===== config.mk =====
export PLATFORM = sky130hd
export DESIGN_NAME = free_channel_picker_top
export DESIGN_NICKNAME = d
export VERILOG_FILES = /design/src/rtl/fcp_pkg.sv /design/src/rtl/free_channel_picker_top.sv /design/src/rtl/fcp_div.sv /design/src/rtl/fcp_datapath.sv /design/src/rtl/fcp_ctrl.sv
export SDC_FILE = /design/constraint.sdc
export NUM_CORES = 2
export LEC_CHECK = 0
export BUFFER_PORTS_ARGS = -buffer_cell sky130_fd_sc_hd__buf_4
export CAP_MARGIN = 25
export CELL_PAD_IN_SITES_DETAIL_PLACEMENT = 0
export CELL_PAD_IN_SITES_GLOBAL_PLACEMENT = 1
export CORE_ASPECT_RATIO = 0.8
export CORE_MARGIN = 3
export CORE_UTILIZATION = 50
export CTS_CLUSTER_SIZE = 25
export DETAILED_ROUTE_END_ITERATION = 7
export PLACE_DENSITY_LB_ADDON = 0.1
export SETUP_SLACK_MARGIN = 0.2
export SYNTH_ARGS = -nofsm -noshare
export SYNTH_HDL_FRONTEND = slang
export SYNTH_HIERARCHICAL = 1
export SYNTH_SLANG_ARGS = --single-unit

===== constraint.sdc =====
create_clock -name clk -period 6.9 [get_ports clk]
set_clock_uncertainty 0.15 [all_clocks]
set_input_delay 0.69 -clock clk [delete_from_list [all_inputs] [get_ports clk]]
set_output_delay 0.69 -clock clk [all_outputs]
set_load 0.005 [all_outputs]

===== src/rtl/fcp_pkg.sv =====
// ----------------------------------------------------------------------------
// fcp_pkg
// Shared types and constants of the free channel picker.
// ----------------------------------------------------------------------------
`default_nettype none

package fcp_pkg;

    localparam int FREQ_W        = 31;
    localparam int STEP_W        = 16;
    localparam int CAND_W        = 32;
    localparam int MAX_FREQS_DEF = 64;

    localparam logic [STEP_W-1:0] STEP_RESET = 16'd2500;

    typedef struct packed {
        logic [FREQ_W-1:0] freq;
        logic              last;
    } item_t;

    typedef struct packed {
        logic [CAND_W-1:0] noise_freq;
        logic              overflow;
    } result_t;

    // controller to datapath
    typedef struct packed {
        logic load;
        logic div_start;
        logic div_round;
        logic mean_take;
        logic round_take;
        logic scan_rd;
        logic scan_cmp;
        logic emit;
    } cmd_t;

    // datapath to controller
    typedef struct packed {
        logic div_done;
        logic step_zero;
        logic scan_hit;
        logic scan_last;
        logic out_free;
    } sts_t;

endpackage

`default_nettype wire


===== src/rtl/free_channel_picker_top.sv =====
// ----------------------------------------------------------------------------
// free_channel_picker_top
// Picks a free grid frequency clear of a loaded list of occupied ones.
// ----------------------------------------------------------------------------
// Loading takes one item per cycle while item_stall is low. After the item
// marked last, the mean goes through a one-bit-per-cycle divider over the sum
// width (31 + log2(MAX_FREQS) bits, 37 at the default), then the rounding to
// the channel grid reuses the same divider (skipped when the step is zero).
// The clearance scan reads the frequency store one entry at a time, a read
// state then a compare state, and restarts at entry zero after every move;
// the result is then emitted, held for as long as an earlier result still
// waits to leave. Input is stalled from the last item until the result is
// in the output register; the next list may load while that result waits.
// The step register is written through cfg_data, which is always ready.
`default_nettype none

module free_channel_picker_top #(
    parameter int MAX_FREQS = fcp_pkg::MAX_FREQS_DEF
) (
    input  wire logic                       clk,
    input  wire logic                       rst_n,
    input  wire logic                       item_valid,
    output logic                            item_stall,
    input  wire fcp_pkg::item_t             item,
    output logic                            result_valid,
    input  wire logic                       result_stall,
    output fcp_pkg::result_t                result,
    input  wire logic                       cfg_valid,
    output logic                            cfg_ready,
    input  wire logic [fcp_pkg::STEP_W-1:0] cfg_data
);

    fcp_pkg::cmd_t cmd;
    fcp_pkg::sts_t sts;

    fcp_ctrl u_ctrl (
        .clk        (clk),
        .rst_n      (rst_n),
        .item_valid (item_valid),
        .item_last  (item.last),
        .item_stall (item_stall),
        .sts        (sts),
        .cmd        (cmd)
    );

    fcp_datapath #(
        .MAX_FREQS (MAX_FREQS)
    ) u_dp (
        .clk          (clk),
        .rst_n        (rst_n),
        .item         (item),
        .cfg_valid    (cfg_valid),
        .cfg_ready    (cfg_ready),
        .cfg_data     (cfg_data),
        .result_valid (result_valid),
        .result_stall (result_stall),
        .result       (result),
        .cmd          (cmd),
        .sts          (sts)
    );

endmodule

`default_nettype wire


===== src/rtl/fcp_div.sv =====
// ----------------------------------------------------------------------------
// fcp_div
// Restoring divider, one quotient bit per cycle, done pulses once at the end.
// ----------------------------------------------------------------------------
`default_nettype none

module fcp_div #(
    parameter int DIVIDEND_W = 37,
    parameter int DIVISOR_W  = 16
) (
    input  wire logic                  clk,
    input  wire logic                  rst_n,
    input  wire logic                  start,
    input  wire logic [DIVIDEND_W-1:0] dividend,
    input  wire logic [DIVISOR_W-1:0]  divisor,
    output logic                       done,
    output logic [DIVIDEND_W-1:0]      quotient,
    output logic [DIVISOR_W-1:0]       remainder
);

    localparam int CNT_W = $clog2(DIVIDEND_W + 1);

    logic                  busy_reg, busy_next;
    logic                  done_reg, done_next;
    logic [CNT_W-1:0]      cnt_reg, cnt_next;
    logic [DIVIDEND_W-1:0] dvd_reg, dvd_next;
    logic [DIVISOR_W-1:0]  rem_reg, rem_next;

    logic [DIVISOR_W:0]    trial;
    logic                  fits;

    assign trial = {rem_reg, dvd_reg[DIVIDEND_W-1]};
    assign fits  = trial >= {1'b0, divisor};

    always_comb
    begin
        busy_next = busy_reg;
        done_next = 1'b0;
        cnt_next  = cnt_reg;
        dvd_next  = dvd_reg;
        rem_next  = rem_reg;
        if (start)
        begin
            busy_next = 1'b1;
            cnt_next  = CNT_W'(DIVIDEND_W);
            dvd_next  = dividend;
            rem_next  = '0;
        end
        else if (busy_reg)
        begin
            // shift the dividend out at the top, quotient bits in at the bottom
            dvd_next = {dvd_reg[DIVIDEND_W-2:0], fits};
            rem_next = fits ? DIVISOR_W'(trial - {1'b0, divisor})
                            : trial[DIVISOR_W-1:0];
            cnt_next = cnt_reg - CNT_W'(1);
            if (cnt_reg == CNT_W'(1))
            begin
                busy_next = 1'b0;
                done_next = 1'b1;
            end
        end
    end

    always_ff @(posedge clk or negedge rst_n)
    begin
        if (!rst_n)
        begin
            busy_reg <= 1'b0;
            done_reg <= 1'b0;
            cnt_reg  <= '0;
        end
        else
        begin
            busy_reg <= busy_next;
            done_reg <= done_next;
            cnt_reg  <= cnt_next;
        end
    end

    always_ff @(posedge clk)
    begin
        dvd_reg <= dvd_next;
        rem_reg <= rem_next;
    end

    assign done      = done_reg;
    assign quotient  = dvd_reg;
    assign remainder = rem_reg;

endmodule

`default_nettype wire


===== src/rtl/fcp_datapath.sv =====
// ----------------------------------------------------------------------------
// fcp_datapath
// Frequency store, running sum, shared divider, candidate scan and result
// register.
// ----------------------------------------------------------------------------
`default_nettype none

module fcp_datapath #(
    parameter int MAX_FREQS = fcp_pkg::MAX_FREQS_DEF
) (
    input  wire logic                        clk,
    input  wire logic                        rst_n,
    input  wire fcp_pkg::item_t              item,
    input  wire logic                        cfg_valid,
    output logic                             cfg_ready,
    input  wire logic [fcp_pkg::STEP_W-1:0]  cfg_data,
    output logic                             result_valid,
    input  wire logic                        result_stall,
    output fcp_pkg::result_t                 result,
    input  wire fcp_pkg::cmd_t               cmd,
    output fcp_pkg::sts_t                    sts
);

    localparam int FREQ_W = fcp_pkg::FREQ_W;
    localparam int STEP_W = fcp_pkg::STEP_W;
    localparam int CAND_W = fcp_pkg::CAND_W;
    localparam int CNT_W  = $clog2(MAX_FREQS + 1);
    localparam int IDX_W  = (MAX_FREQS > 1) ? $clog2(MAX_FREQS) : 1;
    localparam int SUM_W  = FREQ_W + IDX_W;

    logic [FREQ_W-1:0] mem [MAX_FREQS];

    logic [STEP_W-1:0] step_reg;
    logic [CNT_W-1:0]  count_reg;
    logic [SUM_W-1:0]  sum_reg;
    logic              dropped_reg;
    logic [FREQ_W-1:0] mean_reg;
    logic [CAND_W-1:0] cand_reg;
    logic [IDX_W-1:0]  idx_reg;
    logic [FREQ_W-1:0] rd_reg;
    logic              result_valid_reg;
    fcp_pkg::result_t  result_reg;

    logic              full;
    logic              store_en;
    logic [SUM_W-1:0]  div_dividend;
    logic [STEP_W-1:0] div_divisor;
    logic              div_done;
    logic [SUM_W-1:0]  div_quot;
    logic [STEP_W-1:0] div_rem;
    logic [CAND_W:0]   cand_ext;
    logic [CAND_W:0]   f_ext;
    logic [CAND_W:0]   step_ext;
    logic              hit;
    logic              out_free;

    assign full     = count_reg == CNT_W'(MAX_FREQS);
    assign store_en = cmd.load && !full;
    assign cfg_ready = 1'b1;

    assign div_dividend = cmd.div_round ? SUM_W'(mean_reg) : sum_reg;
    assign div_divisor  = cmd.div_round ? step_reg : STEP_W'(count_reg);

    fcp_div #(
        .DIVIDEND_W (SUM_W),
        .DIVISOR_W  (STEP_W)
    ) u_div (
        .clk       (clk),
        .rst_n     (rst_n),
        .start     (cmd.div_start),
        .dividend  (div_dividend),
        .divisor   (div_divisor),
        .done      (div_done),
        .quotient  (div_quot),
        .remainder (div_rem)
    );

    // too close when |cand - f| < step, written as two parallel compares
    assign cand_ext = {1'b0, cand_reg};
    assign f_ext    = (CAND_W + 1)'(rd_reg);
    assign step_ext = (CAND_W + 1)'(step_reg);
    assign hit      = (cand_ext + step_ext > f_ext) && (f_ext + step_ext > cand_ext);

    assign out_free = !result_valid_reg || !result_stall;

    assign sts.div_done  = div_done;
    assign sts.step_zero = step_reg == '0;
    assign sts.scan_hit  = hit;
    assign sts.scan_last = CNT_W'(idx_reg) + CNT_W'(1) == count_reg;
    assign sts.out_free  = out_free;

    always_ff @(posedge clk)
    begin
        if (store_en)
        begin
            mem[count_reg[IDX_W-1:0]] <= item.freq;
        end
        if (cmd.scan_rd)
        begin
            rd_reg <= mem[idx_reg];
        end
    end

    always_ff @(posedge clk)
    begin
        if (cmd.mean_take)
        begin
            mean_reg <= div_quot[FREQ_W-1:0];
        end
        if (cmd.emit)
        begin
            result_reg.noise_freq <= cand_reg;
            result_reg.overflow   <= dropped_reg;
        end
    end

    always_ff @(posedge clk or negedge rst_n)
    begin
        if (!rst_n)
        begin
            step_reg         <= fcp_pkg::STEP_RESET;
            count_reg        <= '0;
            sum_reg          <= '0;
            dropped_reg      <= 1'b0;
            cand_reg         <= '0;
            idx_reg          <= '0;
            result_valid_reg <= 1'b0;
        end
        else
        begin
            if (cfg_valid && cfg_ready)
            begin
                step_reg <= cfg_data;
            end

            if (store_en)
            begin
                count_reg <= count_reg + CNT_W'(1);
                sum_reg   <= sum_reg + SUM_W'(item.freq);
            end
            else if (cmd.load)
            begin
                dropped_reg <= 1'b1;
            end

            priority if (cmd.mean_take)
            begin
                cand_reg <= CAND_W'(div_quot[FREQ_W-1:0]);
            end
            else if (cmd.round_take)
            begin
                cand_reg <= CAND_W'(mean_reg) - CAND_W'(div_rem);
            end
            else if (cmd.scan_cmp && hit)
            begin
                cand_reg <= cand_reg + CAND_W'(step_reg);
            end

            // restart the scan at entry zero after every move
            if (cmd.scan_cmp)
            begin
                idx_reg <= hit ? '0 : idx_reg + IDX_W'(1);
            end

            if (cmd.emit)
            begin
                count_reg   <= '0;
                sum_reg     <= '0;
                dropped_reg <= 1'b0;
                idx_reg     <= '0;
            end

            if (cmd.emit)
            begin
                result_valid_reg <= 1'b1;
            end
            else if (!result_stall)
            begin
                result_valid_reg <= 1'b0;
            end
        end
    end

    assign result_valid = result_valid_reg;
    assign result       = result_reg;

endmodule

`default_nettype wire


===== src/rtl/fcp_ctrl.sv =====
// ----------------------------------------------------------------------------
// fcp_ctrl
// Sequencer: load, mean divide, grid rounding unless the step is zero, clearance scan, emit.
// ----------------------------------------------------------------------------
`default_nettype none

module fcp_ctrl (
    input  wire logic          clk,
    input  wire logic          rst_n,
    input  wire logic          item_valid,
    input  wire logic          item_last,
    output logic               item_stall,
    input  wire fcp_pkg::sts_t sts,
    output fcp_pkg::cmd_t      cmd
);

    localparam logic [2:0] S_LOAD      = 3'd0;
    localparam logic [2:0] S_MEAN_GO   = 3'd1;
    localparam logic [2:0] S_MEAN_WAIT = 3'd2;
    localparam logic [2:0] S_RND_GO    = 3'd3;
    localparam logic [2:0] S_RND_WAIT  = 3'd4;
    localparam logic [2:0] S_SCAN_RD   = 3'd5;
    localparam logic [2:0] S_SCAN_CMP  = 3'd6;
    localparam logic [2:0] S_EMIT      = 3'd7;

    logic [2:0] state_reg, state_next;

    assign item_stall = state_reg != S_LOAD;

    always_comb
    begin
        state_next = state_reg;
        cmd        = '0;
        unique case (state_reg)
            S_LOAD:
            begin
                if (item_valid)
                begin
                    cmd.load = 1'b1;
                    if (item_last)
                    begin
                        state_next = S_MEAN_GO;
                    end
                end
            end
            S_MEAN_GO:
            begin
                cmd.div_start = 1'b1;
                state_next    = S_MEAN_WAIT;
            end
            S_MEAN_WAIT:
            begin
                if (sts.div_done)
                begin
                    cmd.mean_take = 1'b1;
                    // a zero step leaves the mean unrounded
                    state_next = sts.step_zero ? S_SCAN_RD : S_RND_GO;
                end
            end
            S_RND_GO:
            begin
                cmd.div_start = 1'b1;
                cmd.div_round = 1'b1;
                state_next    = S_RND_WAIT;
            end
            S_RND_WAIT:
            begin
                cmd.div_round = 1'b1;
                if (sts.div_done)
                begin
                    cmd.round_take = 1'b1;
                    state_next     = S_SCAN_RD;
                end
            end
            S_SCAN_RD:
            begin
                cmd.scan_rd = 1'b1;
                state_next  = S_SCAN_CMP;
            end
            S_SCAN_CMP:
            begin
                cmd.scan_cmp = 1'b1;
                if (!sts.scan_hit && sts.scan_last)
                begin
                    state_next = S_EMIT;
                end
                else
                begin
                    state_next = S_SCAN_RD;
                end
            end
            S_EMIT:
            begin
                // hold until the result register is free
                if (sts.out_free)
                begin
                    cmd.emit   = 1'b1;
                    state_next = S_LOAD;
                end
            end
            default:
            begin
                state_next = S_LOAD;
            end
        endcase
    end

    always_ff @(posedge clk or negedge rst_n)
    begin
        if (!rst_n)
        begin
            state_reg <= S_LOAD;
        end
        else
        begin
            state_reg <= state_next;
        end
    end

endmodule

`default_nettype wire


==> impl_metrics.xml <==
<?xml version="1.0" encoding="UTF-8"?>
<metrics>
  <group name="die">
    <metric name="fp.coreArea" unit="mm²">0.185</metric>
    <metric name="x_dimension_of_the_die" unit="µm">490</metric>
    <metric name="floorplan.rows" unit="">141</metric>
    <metric name="die-height" unit="µm">393</metric>
    <metric name="die_area" unit="mm²">0.192</metric>
    <metric name="floorplan.io_pins" unit="">89</metric>
    <metric name="initial_core_utilization" unit="%">50.5</metric>
  </group>
  <group name="clocking">
    <metric name="worst_setup_hold_path_clk_slew" unit="ns">0.06</metric>
    <metric name="sinks_on_clock_net" unit="">2243</metric>
    <metric name="clock_insertion_delay_worst_skew" unit="ns">0.84</metric>
    <metric name="cts_inserted_buffers" unit="">213</metric>
    <metric name="clock_tree_from_tritoncts" unit="">yes</metric>
    <metric name="cts_htree_levels" unit="">4</metric>
    <metric name="cts.root.buffer_cell" unit="">sky130_fd_sc_hd__clkbuf_16</metric>
    <metric name="cts-root-to-sink-buffers" unit="">3</metric>
  </group>
  <group name="worst_hold_path">
    <metric name="hold_path_class" unit="">input port to flop</metric>
  </group>
  <group name="drt">
    <metric name="antenna_violating_nets_post_route" unit="">0</metric>
    <metric name="detailroute.via_count" unit="">48753</metric>
    <metric name="drc" unit="">0</metric>
    <metric name="totalWireLength" unit="mm">257</metric>
    <metric name="routed_via_density" unit="">6.37</metric>
    <metric name="detail_route.iter0.violations" unit="">5772</metric>
    <metric name="wire_per_inst" unit="µm">33.6</metric>
    <metric name="dr.pass1.iters" unit="">6</metric>
  </group>
  <group name="timing">
    <metric name="max_clock_freq" unit="MHz">165</metric>
    <metric name="worst-slew-pin-transition" unit="ns">1.03</metric>
    <metric name="fin_hold_ws" unit="ns">0.0556</metric>
    <metric name="rsz_0062_raised_after_global_routing" unit="">no</metric>
    <metric name="timing.final.ws_setup" unit="ns">0.827</metric>
    <metric name="finalCritPeriodShare" unit="%">88.0</metric>
    <metric name="finalHoldViolations" unit="">0</metric>
    <metric name="final-setup-viol-count" unit="">0</metric>
    <metric name="timing.max_slew.rel_slack" unit="%">31.3</metric>
    <metric name="timing.setup.tns" unit="ns">0</metric>
    <metric name="period_minus_slack" unit="ns">6.07</metric>
    <metric name="slew_viol_final" unit="">0</metric>
  </group>
  <group name="logic_synthesis">
    <metric name="syn_area" unit="mm²">0.0935</metric>
    <metric name="synthesis.area_per_instance" unit="µm²">19.6</metric>
    <metric name="synth_cell_types" unit="">99</metric>
    <metric name="synth_ff_type" unit="">sky130_fd_sc_hd__edfxtp_1</metric>
    <metric name="seq_area_frac_synth" unit="%">71.3</metric>
    <metric name="synthCells" unit="">4782</metric>
    <metric name="yosysTopAreaCellShare" unit="%">67.9</metric>
    <metric name="yosys-top-cells-area" unit="">sky130_fd_sc_hd__edfxtp_1, sky130_fd_sc_hd__mux4_2, sky130_fd_sc_hd__dfrtp_1</metric>
    <metric name="ys.warnings.count" unit="">6</metric>
    <metric name="ys_seq_elements" unit="">2243</metric>
    <metric name="synth-async-reset-ratio" unit="%">4.95</metric>
    <metric name="synth.net_count" unit="">5003</metric>
    <metric name="synth_enable_flop_cells" unit="">2116</metric>
    <metric name="yosys.area.top_type" unit="">sky130_fd_sc_hd__edfxtp_1</metric>
  </group>
  <group name="global_route">
    <metric name="first_global_vias" unit="">47495</metric>
    <metric name="antenna_found_initial" unit="">29</metric>
    <metric name="globalRouteTotalUtil" unit="%">27.1</metric>
    <metric name="pin_count_of_the_biggest_net_entering_global_routing" unit="">85</metric>
    <metric name="grt_overflow_total" unit="">0</metric>
    <metric name="global_route_wire_length_before_repair" unit="mm">364</metric>
  </group>
  <group name="layout">
    <metric name="num-fill-cells" unit="">13796</metric>
    <metric name="area_growth_syn_to_layout" unit="%">13.0</metric>
    <metric name="nNetsFinal" unit="">5238</metric>
    <metric name="drive_above_1_share" unit="%">27.4</metric>
    <metric name="fin_area" unit="mm²">0.106</metric>
    <metric name="largest_register_ff_count" unit="">1984</metric>
    <metric name="finish.cell_count_without_fillers" unit="">7652</metric>
  </group>
  <group name="run">
    <metric name="max-cap-violations" unit="">0</metric>
  </group>
  <group name="worst_setup_path">
    <metric name="timing.setup.critical_path_class" unit="">flop to flop</metric>
    <metric name="timing.critical_path.to_type" unit="">flop</metric>
    <metric name="critPathLaunchType" unit="">flop</metric>
    <metric name="cp.buffers_inverters" unit="">1</metric>
    <metric name="timing.critical_path.slowest_cell_delay" unit="ns">0.50</metric>
    <metric name="critPathSlowestCell" unit="">sky130_fd_sc_hd__nor4_1</metric>
    <metric name="crit_required" unit="ns">7.47</metric>
    <metric name="critical_path_data_arrival_time" unit="ns">6.65</metric>
    <metric name="cp_cell_sequence" unit="">ha_1 -&gt; a21o_1 -&gt; a21oi_1 -&gt; nor2b_1 -&gt; o21a_1 -&gt; o211ai_1 -&gt; a21oi_1 -&gt; o41ai_1 -&gt; o21a_1 -&gt; nor4_1 -&gt; xnor2_1 -&gt; ha_1 -&gt; nand4_1 -&gt; nor4_1 -&gt; o211ai_1 -&gt; o22ai_1 -&gt; o2111ai_1 -&gt; and2_4 -&gt; o21ai_4 -&gt; buf_12 -&gt; mux2_2</metric>
    <metric name="cpLargestDelayFamily" unit="">compound AO/OA/AOI/OAI gates</metric>
    <metric name="critPathMaxFanout" unit="">15</metric>
  </group>
  <group name="place">
    <metric name="io_buffer_count" unit="">87</metric>
    <metric name="placement.cell_area" unit="mm²">0.0981</metric>
    <metric name="place_ws" unit="ns">0.599</metric>
    <metric name="gp_routability_congestion" unit="">0.858</metric>
    <metric name="placed_cells" unit="">7210</metric>
    <metric name="hpwl" unit="mm">156</metric>
  </group>
  <group name="outcome">
    <metric name="status" unit="">completed</metric>
  </group>
  <group name="power_and_ir_drop">
    <metric name="powerDensity" unit="mW/mm²">384</metric>
    <metric name="leakagePower" unit="nW">34.4</metric>
    <metric name="vdd_ir_drop_max" unit="mV">0.320</metric>
  </group>
</metrics>
layout make-up:
class	instances	area [µm²]	share of cell area, %
multi-input cells	2177	26000	24.6
clock inverters	134	1610	1.52
clock buffers	266	5720	5.41
flip-flops and latches	2243	66700	63.1
repair buffers	246	2160	2.04
diodes	19	47.5	0.0450
well taps	2431	3040	2.88
inverters	136	510	0.483
worst paths after layout:
kind | start | to | slack [ns] | depth (start not counted)
max | u_dp/step_reg[1] | u_dp/cand_reg[0] | 0.83 | 21
min | item[6] | u_dp/mem[0][5] | 0.06 | 1
max reg2reg | u_dp/step_reg[1] | u_dp/cand_reg[0] | 0.83 | 21
min reg2reg | u_dp/dropped_reg | u_dp/result[0] | 0.31 | 0
max in group asynchronous | rst_n | u_dp/idx_reg[1] | 5.07 | 3
min in group asynchronous | rst_n | u_dp/step_reg[13] | 0.33 | 2
kinds of logic after synthesis:
kind of cell | count (synthesis) | synth area share (%)
compound gates | 483 | 3.44
xor+xnor | 117 | 1.10
fa+ha+maj | 168 | 2.29
buf+inv | 362 | 1.56
flops | 2243 | 71.3
mux | 766 | 17.1
other cells | 1 | 0.00401
simple gates | 642 | 3.30
report_power, final:
part | leakage (nW) | switching, mW | total (mW) | internal (mW)
sequential | 20.6 | 0.830 | 16.5 | 15.6
clock | 3.58 | 5.14 | 12.2 | 7.05
combinational | 10.2 | 6.65 | 11.9 | 5.30
repair_timing:
item,4_1_cts,5_1_grt
setup endpoints to repair,0,32
setup buffers,0,4
hold buffers,17,0
hold endpoints to repair,80,0
gates resized for setup,0,2
placed cells by master (no fill, tap or decap), drive strengths merged, types with 19 or more instances in the layout:
master | Yosys | final
mux2 | 99 | 99
and2 | 21 | 21
nor3 | 60 | 60
a31oi | 21 | 21
edfxtp | 2116 | 2116
clkbuf | 160 | 266
nor2 | 186 | 186
diode | 0 | 19
mux4 | 651 | 651
dfrtp | 106 | 106
clkinv | 1 | 93
inv | 135 | 140
bufinv | 0 | 31
nand3 | 49 | 49
a21oi | 129 | 129
nand2 | 172 | 172
xor2 | 28 | 28
o21ai | 98 | 98
ha | 163 | 163
a21o | 58 | 58
buf | 66 | 229
nand4 | 26 | 26
o21a | 27 | 27
xnor2 | 89 | 89
a211oi | 31 | 31
nor4 | 24 | 24
nor2b | 25 | 25
metal layers:
layer | vias up | global-route usage (%) | routed length [µm]
met5 | - | 0 | 13
met4 | 2 | 5.25 | 4200
met3 | 277 | 4.97 | 21600
met2 | 1984 | 40.8 | 118000
met1 | 26305 | 42.1 | 114000
li1 | 20185 | - | -
cell usage after synthesis (48+ instances only):
library cell                  n
sky130_fd_sc_hd__inv_1      133
sky130_fd_sc_hd__clkbuf_1   160
sky130_fd_sc_hd__xnor2_1     89
sky130_fd_sc_hd__dfrtp_1    106
sky130_fd_sc_hd__mux2_2      97
sky130_fd_sc_hd__o21ai_0     91
sky130_fd_sc_hd__ha_1       163
sky130_fd_sc_hd__a21o_1      58
sky130_fd_sc_hd__nor3_1      58
sky130_fd_sc_hd__edfxtp_1  2116
sky130_fd_sc_hd__a21oi_1    125
sky130_fd_sc_hd__nand2_1    171
sky130_fd_sc_hd__nor2_1     186
sky130_fd_sc_hd__nand3_1     48
sky130_fd_sc_hd__mux4_2     651
sky130_fd_sc_hd__buf_1       48
worst register-to-register path, delay by kind of cell, from the launching register on:
family,cells,cell delay (ns)
AO/OA/AOI/OAI,11,2.93
AND/OR/NAND/NOR,5,1.13
adder cells (fa/ha/maj),2,0.61
flip-flops,1,0.44
multiplexers,1,0.36
buffers and inverters,1,0.19
XOR/XNOR,1,0.15
per-stage QoR:
| stage | util, % | power (mW) |
|---|---|---|
| after floorplan | - | 24.5 |
| after global placement | 52.9 | 28.7 |
| after detailed placement | 52.9 | 28.7 |
| after CTS | 57.0 | 40.9 |
| after global routing | 57.0 | 42.3 |
| final | 57.1 | 40.6 |
(Power assumes the default switching activity.)
